## src/design/wdft_pkg.sv

```systemverilog
// Shared widths, Q2.30 constants and record types for the windowed DFT frame block.
// No dependencies; windowed_dft_frame imports this package.
package wdft_pkg;

    localparam int SAMPLE_W           = 16;
    localparam int OUT_W              = 24;
    localparam int BIN_W              = 6;
    localparam int DEF_FRAME_LEN      = 64;
    localparam int DEF_COEF_FRAC_BITS = 15;

    // Fixed-point constants used when the coefficient tables are built.
    localparam int Q30_FRAC = 30;
    localparam logic [63:0] PI_Q30 =
        (64'd31415926 * 64'd1073741824 + 64'd5000000) / 64'd10000000;
    localparam logic signed [63:0] ONE_Q30 = 64'sd1 <<< Q30_FRAC;

    // Eight-term Taylor series: divisors (2k-1)(2k) for cosine and (2k)(2k+1) for sine.
    localparam int TAYLOR_TERMS = 8;
    localparam int unsigned COS_DIV [TAYLOR_TERMS] = '{2, 12, 30, 56, 90, 132, 182, 240};
    localparam int unsigned SIN_DIV [TAYLOR_TERMS] = '{6, 20, 42, 72, 110, 156, 210, 272};

    typedef struct packed {
        logic signed [63:0] c;
        logic signed [63:0] s;
    } trig_t;

    typedef struct packed {
        logic signed [OUT_W-1:0] bin_real;
        logic signed [OUT_W-1:0] bin_imag;
        logic [BIN_W-1:0]        bin_index;
        logic                    last_bin;
    } result_t;

endpackage

```

## src/design/windowed_dft_frame.sv

```systemverilog
// Windowed direct DFT over frames of FRAME_LEN samples; uses wdft_pkg.
// Takes one sample per cycle while a frame fills. With the Hamming window the store is then
// windowed in place; each bin then reads the whole frame through the single read port of
// the sample memory, and the last read of a bin waits while no output slot is free.
// The input stays closed until every bin of the frame has been issued. Reset sets control
// and window_type (Hamming), not the memory.
module windowed_dft_frame #(
    parameter int FRAME_LEN      = wdft_pkg::DEF_FRAME_LEN,
    parameter int COEF_FRAC_BITS = wdft_pkg::DEF_COEF_FRAC_BITS
) (
    input  logic                                aclk,
    input  logic                                aresetn,
    input  logic                                s_valid,
    output logic                                s_ready,
    input  logic signed [wdft_pkg::SAMPLE_W-1:0] s_sample,
    output logic                                m_valid,
    input  logic                                m_ready,
    output logic signed [wdft_pkg::OUT_W-1:0]   m_bin_real,
    output logic signed [wdft_pkg::OUT_W-1:0]   m_bin_imag,
    output logic [wdft_pkg::BIN_W-1:0]          m_bin_index,
    output logic                                m_last_bin,
    input  logic                                cfg_valid,
    output logic                                cfg_ready,
    input  logic                                cfg_window_type
);

    import wdft_pkg::*;

    localparam int IDX_W      = $clog2(FRAME_LEN);
    localparam int COEF_W     = COEF_FRAC_BITS + 1;
    localparam int PROD_W     = SAMPLE_W + COEF_W;
    localparam int ACC_W      = PROD_W + IDX_W;
    localparam int WIN_DEN    = FRAME_LEN - 1;
    localparam int Q30_SH     = Q30_FRAC - COEF_FRAC_BITS;
    localparam int FIFO_DEPTH = 2;

    localparam logic signed [63:0] Q30_HALF = 64'sd1 <<< (Q30_SH - 1);
    localparam logic signed [63:0] COEF_MAX = (64'sd1 <<< COEF_FRAC_BITS) - 64'sd1;
    localparam logic signed [63:0] COEF_MIN = -(64'sd1 <<< COEF_FRAC_BITS);
    localparam logic signed [PROD_W-1:0] PROD_HALF = PROD_W'(64'sd1 <<< (COEF_FRAC_BITS - 1));
    localparam logic signed [ACC_W-1:0]  ACC_HALF  = ACC_W'(64'sd1 <<< (COEF_FRAC_BITS - 1));
    localparam logic [IDX_W-1:0] IDX_LAST  = IDX_W'(FRAME_LEN - 1);
    localparam logic [IDX_W:0]   IDX_WRAP  = (IDX_W + 1)'(FRAME_LEN);
    localparam logic [1:0]       FIFO_FULL = 2'(FIFO_DEPTH);

    typedef logic signed [COEF_W-1:0] coef_tab_t [FRAME_LEN];
    typedef enum logic [1:0] {TAB_COS, TAB_SIN, TAB_WIN} tab_kind_t;

    // Cosine and sine of 2*pi*num/den in Q2.30, den being FRAME_LEN or FRAME_LEN-1.
    function automatic trig_t trig_q30(input int unsigned num, input logic win_den);
        logic [63:0]        n;
        logic [63:0]        quad;
        logic [63:0]        rem;
        logic [63:0]        x;
        logic [63:0]        tc;
        logic [63:0]        ts;
        logic signed [63:0] sc;
        logic signed [63:0] ss;
        trig_t              r;
        if (win_den) begin
            n    = 64'(num) % WIN_DEN;
            quad = (64'd4 * n) / WIN_DEN;
            rem  = 64'd4 * n - quad * WIN_DEN;
            x    = (PI_Q30 * rem) / (2 * WIN_DEN);
        end else begin
            n    = 64'(num) % FRAME_LEN;
            quad = (64'd4 * n) / FRAME_LEN;
            rem  = 64'd4 * n - quad * FRAME_LEN;
            x    = (PI_Q30 * rem) / (2 * FRAME_LEN);
        end
        tc = 64'(ONE_Q30);
        ts = x;
        sc = ONE_Q30;
        ss = signed'(x);
        for (int k = 1; k <= TAYLOR_TERMS; k++) begin
            tc = ((((tc * x) >> Q30_FRAC) * x) >> Q30_FRAC) / COS_DIV[k-1];
            ts = ((((ts * x) >> Q30_FRAC) * x) >> Q30_FRAC) / SIN_DIV[k-1];
            if ((k & 1) != 0) begin
                sc = sc - signed'(tc);
                ss = ss - signed'(ts);
            end else begin
                sc = sc + signed'(tc);
                ss = ss + signed'(ts);
            end
        end
        case (quad[1:0])
            2'd0: begin
                r.c = sc;
                r.s = ss;
            end
            2'd1: begin
                r.c = -ss;
                r.s = sc;
            end
            2'd2: begin
                r.c = -sc;
                r.s = -ss;
            end
            default: begin
                r.c = ss;
                r.s = -sc;
            end
        endcase
        return r;
    endfunction

    // Round half up from Q2.30 to Q1.F and saturate, so that 1.0 becomes 2^F-1.
    function automatic logic signed [COEF_W-1:0] q30_to_coef(input logic signed [63:0] v);
        logic signed [63:0] r;
        r = (v + Q30_HALF) >>> Q30_SH;
        if (r > COEF_MAX) begin
            r = COEF_MAX;
        end
        if (r < COEF_MIN) begin
            r = COEF_MIN;
        end
        return r[COEF_W-1:0];
    endfunction

    function automatic coef_tab_t build_tab(input tab_kind_t kind);
        coef_tab_t          tab;
        trig_t              t;
        logic signed [63:0] w;
        for (int m = 0; m < FRAME_LEN; m++) begin
            case (kind)
                TAB_COS: begin
                    t = trig_q30(m, 1'b0);
                    tab[m] = q30_to_coef(t.c);
                end
                TAB_SIN: begin
                    t = trig_q30(m, 1'b0);
                    tab[m] = q30_to_coef(t.s);
                end
                default: begin
                    t = trig_q30(m, 1'b1);
                    w = (64'sd54 * ONE_Q30 - 64'sd46 * t.c + 64'sd50) / 64'sd100;
                    tab[m] = q30_to_coef(w);
                end
            endcase
        end
        return tab;
    endfunction

    localparam coef_tab_t COS_TAB = build_tab(TAB_COS);
    localparam coef_tab_t SIN_TAB = build_tab(TAB_SIN);
    localparam coef_tab_t WIN_TAB = build_tab(TAB_WIN);

    typedef enum logic [1:0] {ST_FILL, ST_WIN, ST_WDRAIN, ST_DFT} state_t;

    state_t           state_reg, state_next;
    logic [IDX_W-1:0] fill_cnt_reg, fill_cnt_next;
    logic [IDX_W-1:0] k_reg, k_next;
    logic [IDX_W-1:0] j_reg, j_next;
    logic [IDX_W-1:0] m_reg, m_next;
    logic [IDX_W:0]   m_sum;
    logic             window_type_reg;
    logic [1:0]       out_cnt_reg;
    logic [1:0]       fifo_cnt_reg;
    logic             wr_ptr_reg;
    logic             rd_ptr_reg;

    logic             fill_we, fill_last, k_last;
    logic             win_issue, dft_issue, res_issue, res_pop;

    // Sample memory: one write port, one registered read port.
    logic signed [SAMPLE_W-1:0] sample_mem [FRAME_LEN];
    logic signed [SAMPLE_W-1:0] mem_rdata_reg;
    logic                       wb_we;
    logic [IDX_W-1:0]           mem_waddr;
    logic signed [SAMPLE_W-1:0] mem_wdata;
    logic signed [PROD_W-1:0]   wb_round;

    // Pipeline: issue, read/coefficient, multiply, accumulate or write back, round.
    logic                     p1_valid_reg, p2_valid_reg, p3_push_reg;
    logic                     p1_win_reg, p1_first_reg, p1_last_reg;
    logic                     p2_win_reg, p2_first_reg, p2_last_reg;
    logic [IDX_W-1:0]         p1_addr_reg, p2_addr_reg;
    logic [IDX_W-1:0]         p1_bin_reg, p2_bin_reg, p3_bin_reg;
    logic signed [COEF_W-1:0] coef_a, coef_a_reg, coef_b_reg;
    logic signed [PROD_W-1:0] prod_a_reg, prod_b_reg;
    logic signed [ACC_W-1:0]  acc_re_reg, acc_im_reg;
    logic signed [ACC_W-1:0]  re_round, im_round;
    result_t                  res_word;
    result_t                  fifo_reg [FIFO_DEPTH];

    assign s_ready   = (state_reg == ST_FILL);
    assign cfg_ready = 1'b1;
    assign fill_we   = s_valid && s_ready;
    assign fill_last = (fill_cnt_reg == IDX_LAST);
    assign k_last    = (k_reg == IDX_LAST);

    // The last product of a bin is held back until the result has a guaranteed slot.
    assign win_issue = (state_reg == ST_WIN);
    assign dft_issue = (state_reg == ST_DFT) && !(k_last && out_cnt_reg == FIFO_FULL);
    assign res_issue = dft_issue && k_last;
    assign res_pop   = m_valid && m_ready;

    assign m_sum = {1'b0, m_reg} + {1'b0, j_reg};

    always_comb begin
        state_next    = state_reg;
        fill_cnt_next = fill_cnt_reg;
        k_next        = k_reg;
        j_next        = j_reg;
        m_next        = m_reg;
        case (state_reg)
            ST_FILL: begin
                if (fill_we) begin
                    if (fill_last) begin
                        fill_cnt_next = '0;
                        k_next        = '0;
                        j_next        = '0;
                        m_next        = '0;
                        state_next    = window_type_reg ? ST_WIN : ST_DFT;
                    end else begin
                        fill_cnt_next = fill_cnt_reg + 1'b1;
                    end
                end
            end
            ST_WIN: begin
                if (k_last) begin
                    k_next     = '0;
                    state_next = ST_WDRAIN;
                end else begin
                    k_next = k_reg + 1'b1;
                end
            end
            ST_WDRAIN: begin
                // Wait until every windowed sample has been written back.
                if (!p1_valid_reg && !p2_valid_reg) begin
                    state_next = ST_DFT;
                end
            end
            ST_DFT: begin
                if (dft_issue) begin
                    if (k_last) begin
                        k_next = '0;
                        m_next = '0;
                        if (j_reg == IDX_LAST) begin
                            j_next     = '0;
                            state_next = ST_FILL;
                        end else begin
                            j_next = j_reg + 1'b1;
                        end
                    end else begin
                        k_next = k_reg + 1'b1;
                        // Twiddle index (j*k) mod FRAME_LEN advances by j each step.
                        m_next = (m_sum >= IDX_WRAP) ? IDX_W'(m_sum - IDX_WRAP) : IDX_W'(m_sum);
                    end
                end
            end
            default: begin
                state_next = ST_FILL;
            end
        endcase
    end

    always_ff @(posedge aclk) begin
        if (!aresetn) begin
            state_reg       <= ST_FILL;
            fill_cnt_reg    <= '0;
            k_reg           <= '0;
            j_reg           <= '0;
            m_reg           <= '0;
            window_type_reg <= 1'b1;
            p1_valid_reg    <= 1'b0;
            p2_valid_reg    <= 1'b0;
            p3_push_reg     <= 1'b0;
            out_cnt_reg     <= '0;
            fifo_cnt_reg    <= '0;
            wr_ptr_reg      <= 1'b0;
            rd_ptr_reg      <= 1'b0;
        end else begin
            state_reg    <= state_next;
            fill_cnt_reg <= fill_cnt_next;
            k_reg        <= k_next;
            j_reg        <= j_next;
            m_reg        <= m_next;
            if (cfg_valid && cfg_ready) begin
                window_type_reg <= cfg_window_type;
            end
            p1_valid_reg <= win_issue || dft_issue;
            p2_valid_reg <= p1_valid_reg;
            p3_push_reg  <= p2_valid_reg && !p2_win_reg && p2_last_reg;
            out_cnt_reg  <= out_cnt_reg + 2'(res_issue) - 2'(res_pop);
            fifo_cnt_reg <= fifo_cnt_reg + 2'(p3_push_reg) - 2'(res_pop);
            if (p3_push_reg) begin
                wr_ptr_reg <= ~wr_ptr_reg;
            end
            if (res_pop) begin
                rd_ptr_reg <= ~rd_ptr_reg;
            end
        end
    end

    assign coef_a   = win_issue ? WIN_TAB[k_reg] : COS_TAB[m_reg];
    assign wb_we    = p2_valid_reg && p2_win_reg;
    assign wb_round = (prod_a_reg + PROD_HALF) >>> COEF_FRAC_BITS;
    assign mem_waddr = wb_we ? p2_addr_reg : fill_cnt_reg;
    assign mem_wdata = wb_we ? wb_round[SAMPLE_W-1:0] : s_sample;

    assign re_round = (acc_re_reg + ACC_HALF) >>> COEF_FRAC_BITS;
    assign im_round = (acc_im_reg + ACC_HALF) >>> COEF_FRAC_BITS;

    always_comb begin
        res_word.bin_real  = re_round[OUT_W-1:0];
        res_word.bin_imag  = im_round[OUT_W-1:0];
        res_word.bin_index = BIN_W'(p3_bin_reg);
        res_word.last_bin  = (p3_bin_reg == IDX_LAST);
    end

    always_ff @(posedge aclk) begin
        if (fill_we || wb_we) begin
            sample_mem[mem_waddr] <= mem_wdata;
        end
        mem_rdata_reg <= sample_mem[k_reg];

        p1_win_reg   <= win_issue;
        p1_first_reg <= (k_reg == '0);
        p1_last_reg  <= k_last;
        p1_addr_reg  <= k_reg;
        p1_bin_reg   <= j_reg;
        coef_a_reg   <= coef_a;
        coef_b_reg   <= SIN_TAB[m_reg];

        // The cosine multiplier also applies the window during the in-place pass.
        p2_win_reg   <= p1_win_reg;
        p2_first_reg <= p1_first_reg;
        p2_last_reg  <= p1_last_reg;
        p2_addr_reg  <= p1_addr_reg;
        p2_bin_reg   <= p1_bin_reg;
        prod_a_reg   <= PROD_W'(mem_rdata_reg) * PROD_W'(coef_a_reg);
        prod_b_reg   <= PROD_W'(mem_rdata_reg) * PROD_W'(coef_b_reg);

        if (p2_valid_reg && !p2_win_reg) begin
            acc_re_reg <= (p2_first_reg ? '0 : acc_re_reg) + ACC_W'(prod_a_reg);
            acc_im_reg <= (p2_first_reg ? '0 : acc_im_reg) - ACC_W'(prod_b_reg);
        end
        p3_bin_reg <= p2_bin_reg;

        if (p3_push_reg) begin
            fifo_reg[wr_ptr_reg] <= res_word;
        end
    end

    assign m_valid     = (fifo_cnt_reg != '0);
    assign m_bin_real  = fifo_reg[rd_ptr_reg].bin_real;
    assign m_bin_imag  = fifo_reg[rd_ptr_reg].bin_imag;
    assign m_bin_index = fifo_reg[rd_ptr_reg].bin_index;
    assign m_last_bin  = fifo_reg[rd_ptr_reg].last_bin;

`ifndef NO_ASSERTIONS
    // A finished bin always finds room in the output buffer.
    a_no_overflow: assert property (@(posedge aclk) disable iff (!aresetn)
        p3_push_reg |-> (fifo_cnt_reg != FIFO_FULL))
        else $error("result pushed into a full output buffer");

    // Buffered results are a subset of the bins committed at issue.
    a_credit: assert property (@(posedge aclk) disable iff (!aresetn)
        fifo_cnt_reg <= out_cnt_reg)
        else $error("output buffer holds more results than were issued");

    // The DFT never reads the store while a windowed write-back is still in flight.
    a_win_drained: assert property (@(posedge aclk) disable iff (!aresetn)
        dft_issue |-> (!(p1_valid_reg && p1_win_reg) && !(p2_valid_reg && p2_win_reg)))
        else $error("DFT read overlaps window write-back");

    // The request that completes a frame closes the input until the frame is processed.
    a_frame_close: assert property (@(posedge aclk) disable iff (!aresetn)
        (fill_we && fill_last) |=> !s_ready)
        else $error("input still open after the frame completed");
`endif

endmodule
```

## config.mk

```make
export PLATFORM = sky130hd
export DESIGN_NAME = windowed_dft_frame
export DESIGN_NICKNAME = d
export VERILOG_FILES = /design/src/design/wdft_pkg.sv /design/src/design/windowed_dft_frame.sv
export SDC_FILE = /design/constraint.sdc
export NUM_CORES = 2
export LEC_CHECK = 0
export ABC_AREA = 1
export BUFFER_PORTS_ARGS = -buffer_cell sky130_fd_sc_hd__buf_2
export CELL_PAD_IN_SITES_DETAIL_PLACEMENT = 1
export CELL_PAD_IN_SITES_GLOBAL_PLACEMENT = 2
export CORE_MARGIN = 2
export CORE_UTILIZATION = 37
export DETAILED_ROUTE_END_ITERATION = 6
export GPL_ROUTABILITY_DRIVEN = 0
export HOLD_SLACK_MARGIN = 0.05
export PLACE_DENSITY_LB_ADDON = 0.1
export SLEW_MARGIN = 10
export SYNTH_ARGS = -nofsm -noshare
export SYNTH_HDL_FRONTEND = slang
export SYNTH_SLANG_ARGS = --single-unit
```

## constraint.sdc

```tcl
create_clock -name aclk -period 5.9 [get_ports aclk]
set_clock_uncertainty 0.2 [all_clocks]
set_input_delay 1.18 -clock aclk [delete_from_list [all_inputs] [get_ports aclk]]
set_output_delay 1.18 -clock aclk [all_outputs]
set_load 0.02 [all_outputs]
```

==> qor.csv <==
metric,value,unit
p_total,0.0473,W
start_util,0.372,
instances_no_fill,13000,
coreArea,230000,um2
min_path_type,flip-flop to flip-flop,
cts-root-buf,clkbuf_16,
yosys_warnings,0,
p_clk_frac,0.215,
max_stage_delay,0.62,ns
synth_edf_count,1206,
tns,0,ns
overflow,0,
avgRoutedWirePerCell,21.7,um
antenna_left,0,
grtUsageTotal,0.241,
cts_tree,built,
fp.dieArea,235000,um2
synth.net_count,10500,
die_height,484,um
synth_seq_cells,1391,
cpMostUsedCell,fa_1,
cts_made_buffers,166,
drc,0,
hold_viol,0,
wirelength,283000,um
worst-r2r-setup-slack,0.22,ns
switching_share,0.432,
clk_path_buf_depth,3,
largest_reg_flops,1024,
io_buffers,78,
seq_area_frac_synth,0.467,
hold-path-cell-count,0,
critical_path_class,flip-flop to flip-flop,
cts_sinks,1391,
hold_slack,0.124,ns
placedCellCount,12700,
synth_flop_cell,edfxtp_1,
worstSkewPairLatency,0.84,ns
synth_cell_types,51,
viasPerCell,4.97,
hold_buffers,0,
period_share,0.963,
ioPinCount,80,
status,"finished, final reports clean",
drt-pass1-iter-count,5,
multi_input_area,38500,um2
crit_chain,buf_12 -> nand2_1 -> inv_1 -> fa_2 -> buf_4 -> fa_1 -> fa_1 -> fa_1 -> fa_1 -> inv_1 -> fa_1 -> inv_1 -> ha_1 -> nand2_1 -> nor2_1 -> inv_1 -> nor2_2 -> buf_4 -> nand4_1 -> nand3b_1 -> xor2_1,
fillers,26600,
finalMaxSlewViolations,0,
power.internal,0.0269,W
seq_power_share,0.240,
register_area,40000,um2
grt_max_degree,114,
r2r_start,mem_rdata_reg[15],
layout-drive-gt1-share,0.0803,
slowest_stage,fa_2,
max-cap-violations,0,
drt_iter0_drc,3658,
dr_total_vias,64700,
worstPathArrival,6.23,ns
clk_pin_slew,0.06,ns
synthCells,9685,
required,6.45,ns
max_freq,176,MHz
r2r-end,prod_a_reg[23],
area_growth,12.8,%
p_sw,0.0204,W
max_slew_margin,0.205,
min_from,p2_bin_reg[1],
synthesis.area,85400,um2
layout_min_cycle_time,5.68,ns
power.leakage,44.5,nW
htreeDepth,4,
rows,176,
cp-start-kind,flip-flop,
setup_viol,0,
worst_pin_slew,1.19,ns
reg2regPathDepth,21,
power_density,491,nW/um2
ir_worst_vdd,0.00163,V
hold_end,p3_bin_reg[1],
grt_pass1_wl,431000,um
grt_antenna_before_repair,3,
grt_pass1_vias,68700,
die_w,484,um
cp-end-kind,flip-flop,
synth_area_per_cell,8.82,um2
post-dp-hpwl,199000,um
nets,10700,
async_flop_share,0,
critPathMaxFanout,16,
comb_power_share,0.545,
[synthesized netlist by cell type (2+ instances only)]
library cell | n | area share
a21boi_0 | 5 | 0.00044
a21o_1 | 5 | 0.00044
a21oi_1 | 172 | 0.010
a22oi_1 | 3 | 0.00026
a31oi_1 | 10 | 0.00073
and2_1 | 4 | 0.00029
buf_1 | 27 | 0.0012
buf_2 | 117 | 0.0069
buf_4 | 30 | 0.0026
buf_6 | 7 | 0.00092
clkbuf_1 | 183 | 0.0080
clkinv_1 | 5 | 0.00022
dfxtp_1 | 185 | 0.043
edfxtp_1 | 1206 | 0.42
fa_1 | 527 | 0.12
ha_1 | 277 | 0.041
inv_1 | 1534 | 0.067
inv_2 | 8 | 0.00035
mux2_2 | 53 | 0.0070
nand2_1 | 3782 | 0.17
nand2_2 | 5 | 0.00037
nand3_1 | 411 | 0.024
nand3b_1 | 6 | 0.00053
nand4_1 | 185 | 0.014
nor2_1 | 478 | 0.021
nor2_2 | 7 | 0.00051
nor2_4 | 3 | 0.00040
nor3_1 | 65 | 0.0038
nor3_2 | 3 | 0.00035
nor3b_1 | 4 | 0.00035
nor4_1 | 8 | 0.00059
o2111ai_1 | 5 | 0.00051
o211ai_1 | 7 | 0.00062
o21ai_0 | 149 | 0.0087
o21ai_1 | 2 | 0.00012
o21ai_2 | 3 | 0.00031
o21bai_1 | 21 | 0.0018
o22ai_1 | 16 | 0.0012
o31ai_1 | 4 | 0.00035
or2_2 | 10 | 0.00073
xnor2_1 | 22 | 0.0023
xor2_1 | 122 | 0.013
[worst max-delay path, delay by kind of cell (launching register included)]
family	cells	cell delay, ns
adders and majority gates	7	3.41
and+or+nand+nor	6	0.80
buffers and inverters	7	0.70
DFF	1	0.34
xor gates and xnor gates	1	0.17
[cell families after synthesis]
logic type	after synthesis	share of synthesized area
AOI/OAI and AO/OA	406	0.0260
muxes	53	0.00699
adders and majority gates	804	0.164
other	1	0.0000439
and+or+nand+nor	4974	0.233
DFF	1391	0.467
xor gates and xnor gates	144	0.0148
buffers and inverters	1912	0.0877
[cell type report]
type	instances	area share
multi-input cells	6382	0.400
repair buffers	345	0.0301
flip-flops and latches	1391	0.415
inverters	1548	0.0605
well taps	3026	0.0393
diodes	2	0.0000519
clock buffers	207	0.0454
clock inverters	98	0.0102
[power groups by stage]
stage	registers (W)	clock network, W	logic, W
floorplan	0.0115	0	0.0162
global placement	0.0115	0	0.0252
detailed placement	0.0116	0	0.0254
CTS	0.0113	0.0105	0.0256
global route	0.0114	0.0108	0.0295
finish	0.0113	0.0102	0.0258
[stage by stage]
| stage | utilization | setup WS (ns) | area (um2) |
|---|---|---|---|
| 2_1_floorplan | - | 0.202 | 85400 |
| 3_3_place_gp | 0.395 | -0.0555 | 90600 |
| 3_5_place_dp | 0.395 | -0.142 | 90600 |
| 4_1_cts | 0.418 | 0.00288 | 96000 |
| 5_1_grt | 0.420 | -0.0325 | 96400 |
| 6_report | 0.420 | 0.220 | 96400 |
[per-layer routing]
layer / share of wire / vias to the layer above / global-route usage
met3: 0.032 / 303 / 0.0233
met5: 0 / - / 0
met4: 0.024 / 0 / 0.0602
met2: 0.49 / 984 / 0.414
li1: - / 30600 / -
met1: 0.46 / 32800 / 0.328
[worst max path at each step]
stage                      start        endpoint  slack, ns  cells past startpoint
2_1_floorplan  mem_rdata_reg[15]  prod_a_reg[24]       0.20                     20
3_3_place_gp       coef_b_reg[7]  prod_b_reg[25]      -0.06                     19
3_5_place_dp       coef_b_reg[7]  prod_b_reg[25]      -0.14                     19
4_1_cts           coef_a_reg[10]  prod_a_reg[20]      0.003                     21
5_1_grt           coef_b_reg[15]  prod_b_reg[23]      -0.03                     20
6_report       mem_rdata_reg[15]  prod_a_reg[23]       0.22                     21
[placed cells by master (no fill, tap or decap), types with 8 or more instances in the layout]
master	synthesis	layout
a21oi_1	172	160
a21oi_2	0	12
buf_12	0	37
buf_2	117	78
buf_4	30	220
buf_6	7	9
bufinv_16	0	11
clkbuf_1	183	37
clkbuf_16	0	168
clkinv_1	5	40
clkinv_2	0	26
dfxtp_1	185	168
dfxtp_2	0	12
edfxtp_1	1206	1206
fa_1	527	522
ha_1	277	263
ha_2	0	11
inv_1	1534	1530
inv_2	8	10
mux2_2	53	53
nand2_1	3782	3761
nand2_2	5	26
nand3_1	411	407
nand4_1	185	185
nor2_1	478	452
nor2_2	7	25
nor2_4	3	11
nor3_1	65	55
nor3_2	3	12
o21ai_0	149	135
o21ai_1	2	8
o21bai_1	21	21
o22ai_1	16	16
or2_2	10	10
xnor2_1	22	22
xor2_1	122	122
[repair_timing]
| item | CTS | global route |
|---|---|---|
| gates resized for setup | 7 | 111 |
| pin swaps | 0 | 6 |
| setup buffers | 0 | 2 |
| setup endpoints to repair | 10 | 34 |
| gates cloned | 0 | 0 |
No activity file was read; power rests on OpenSTA's default activity.
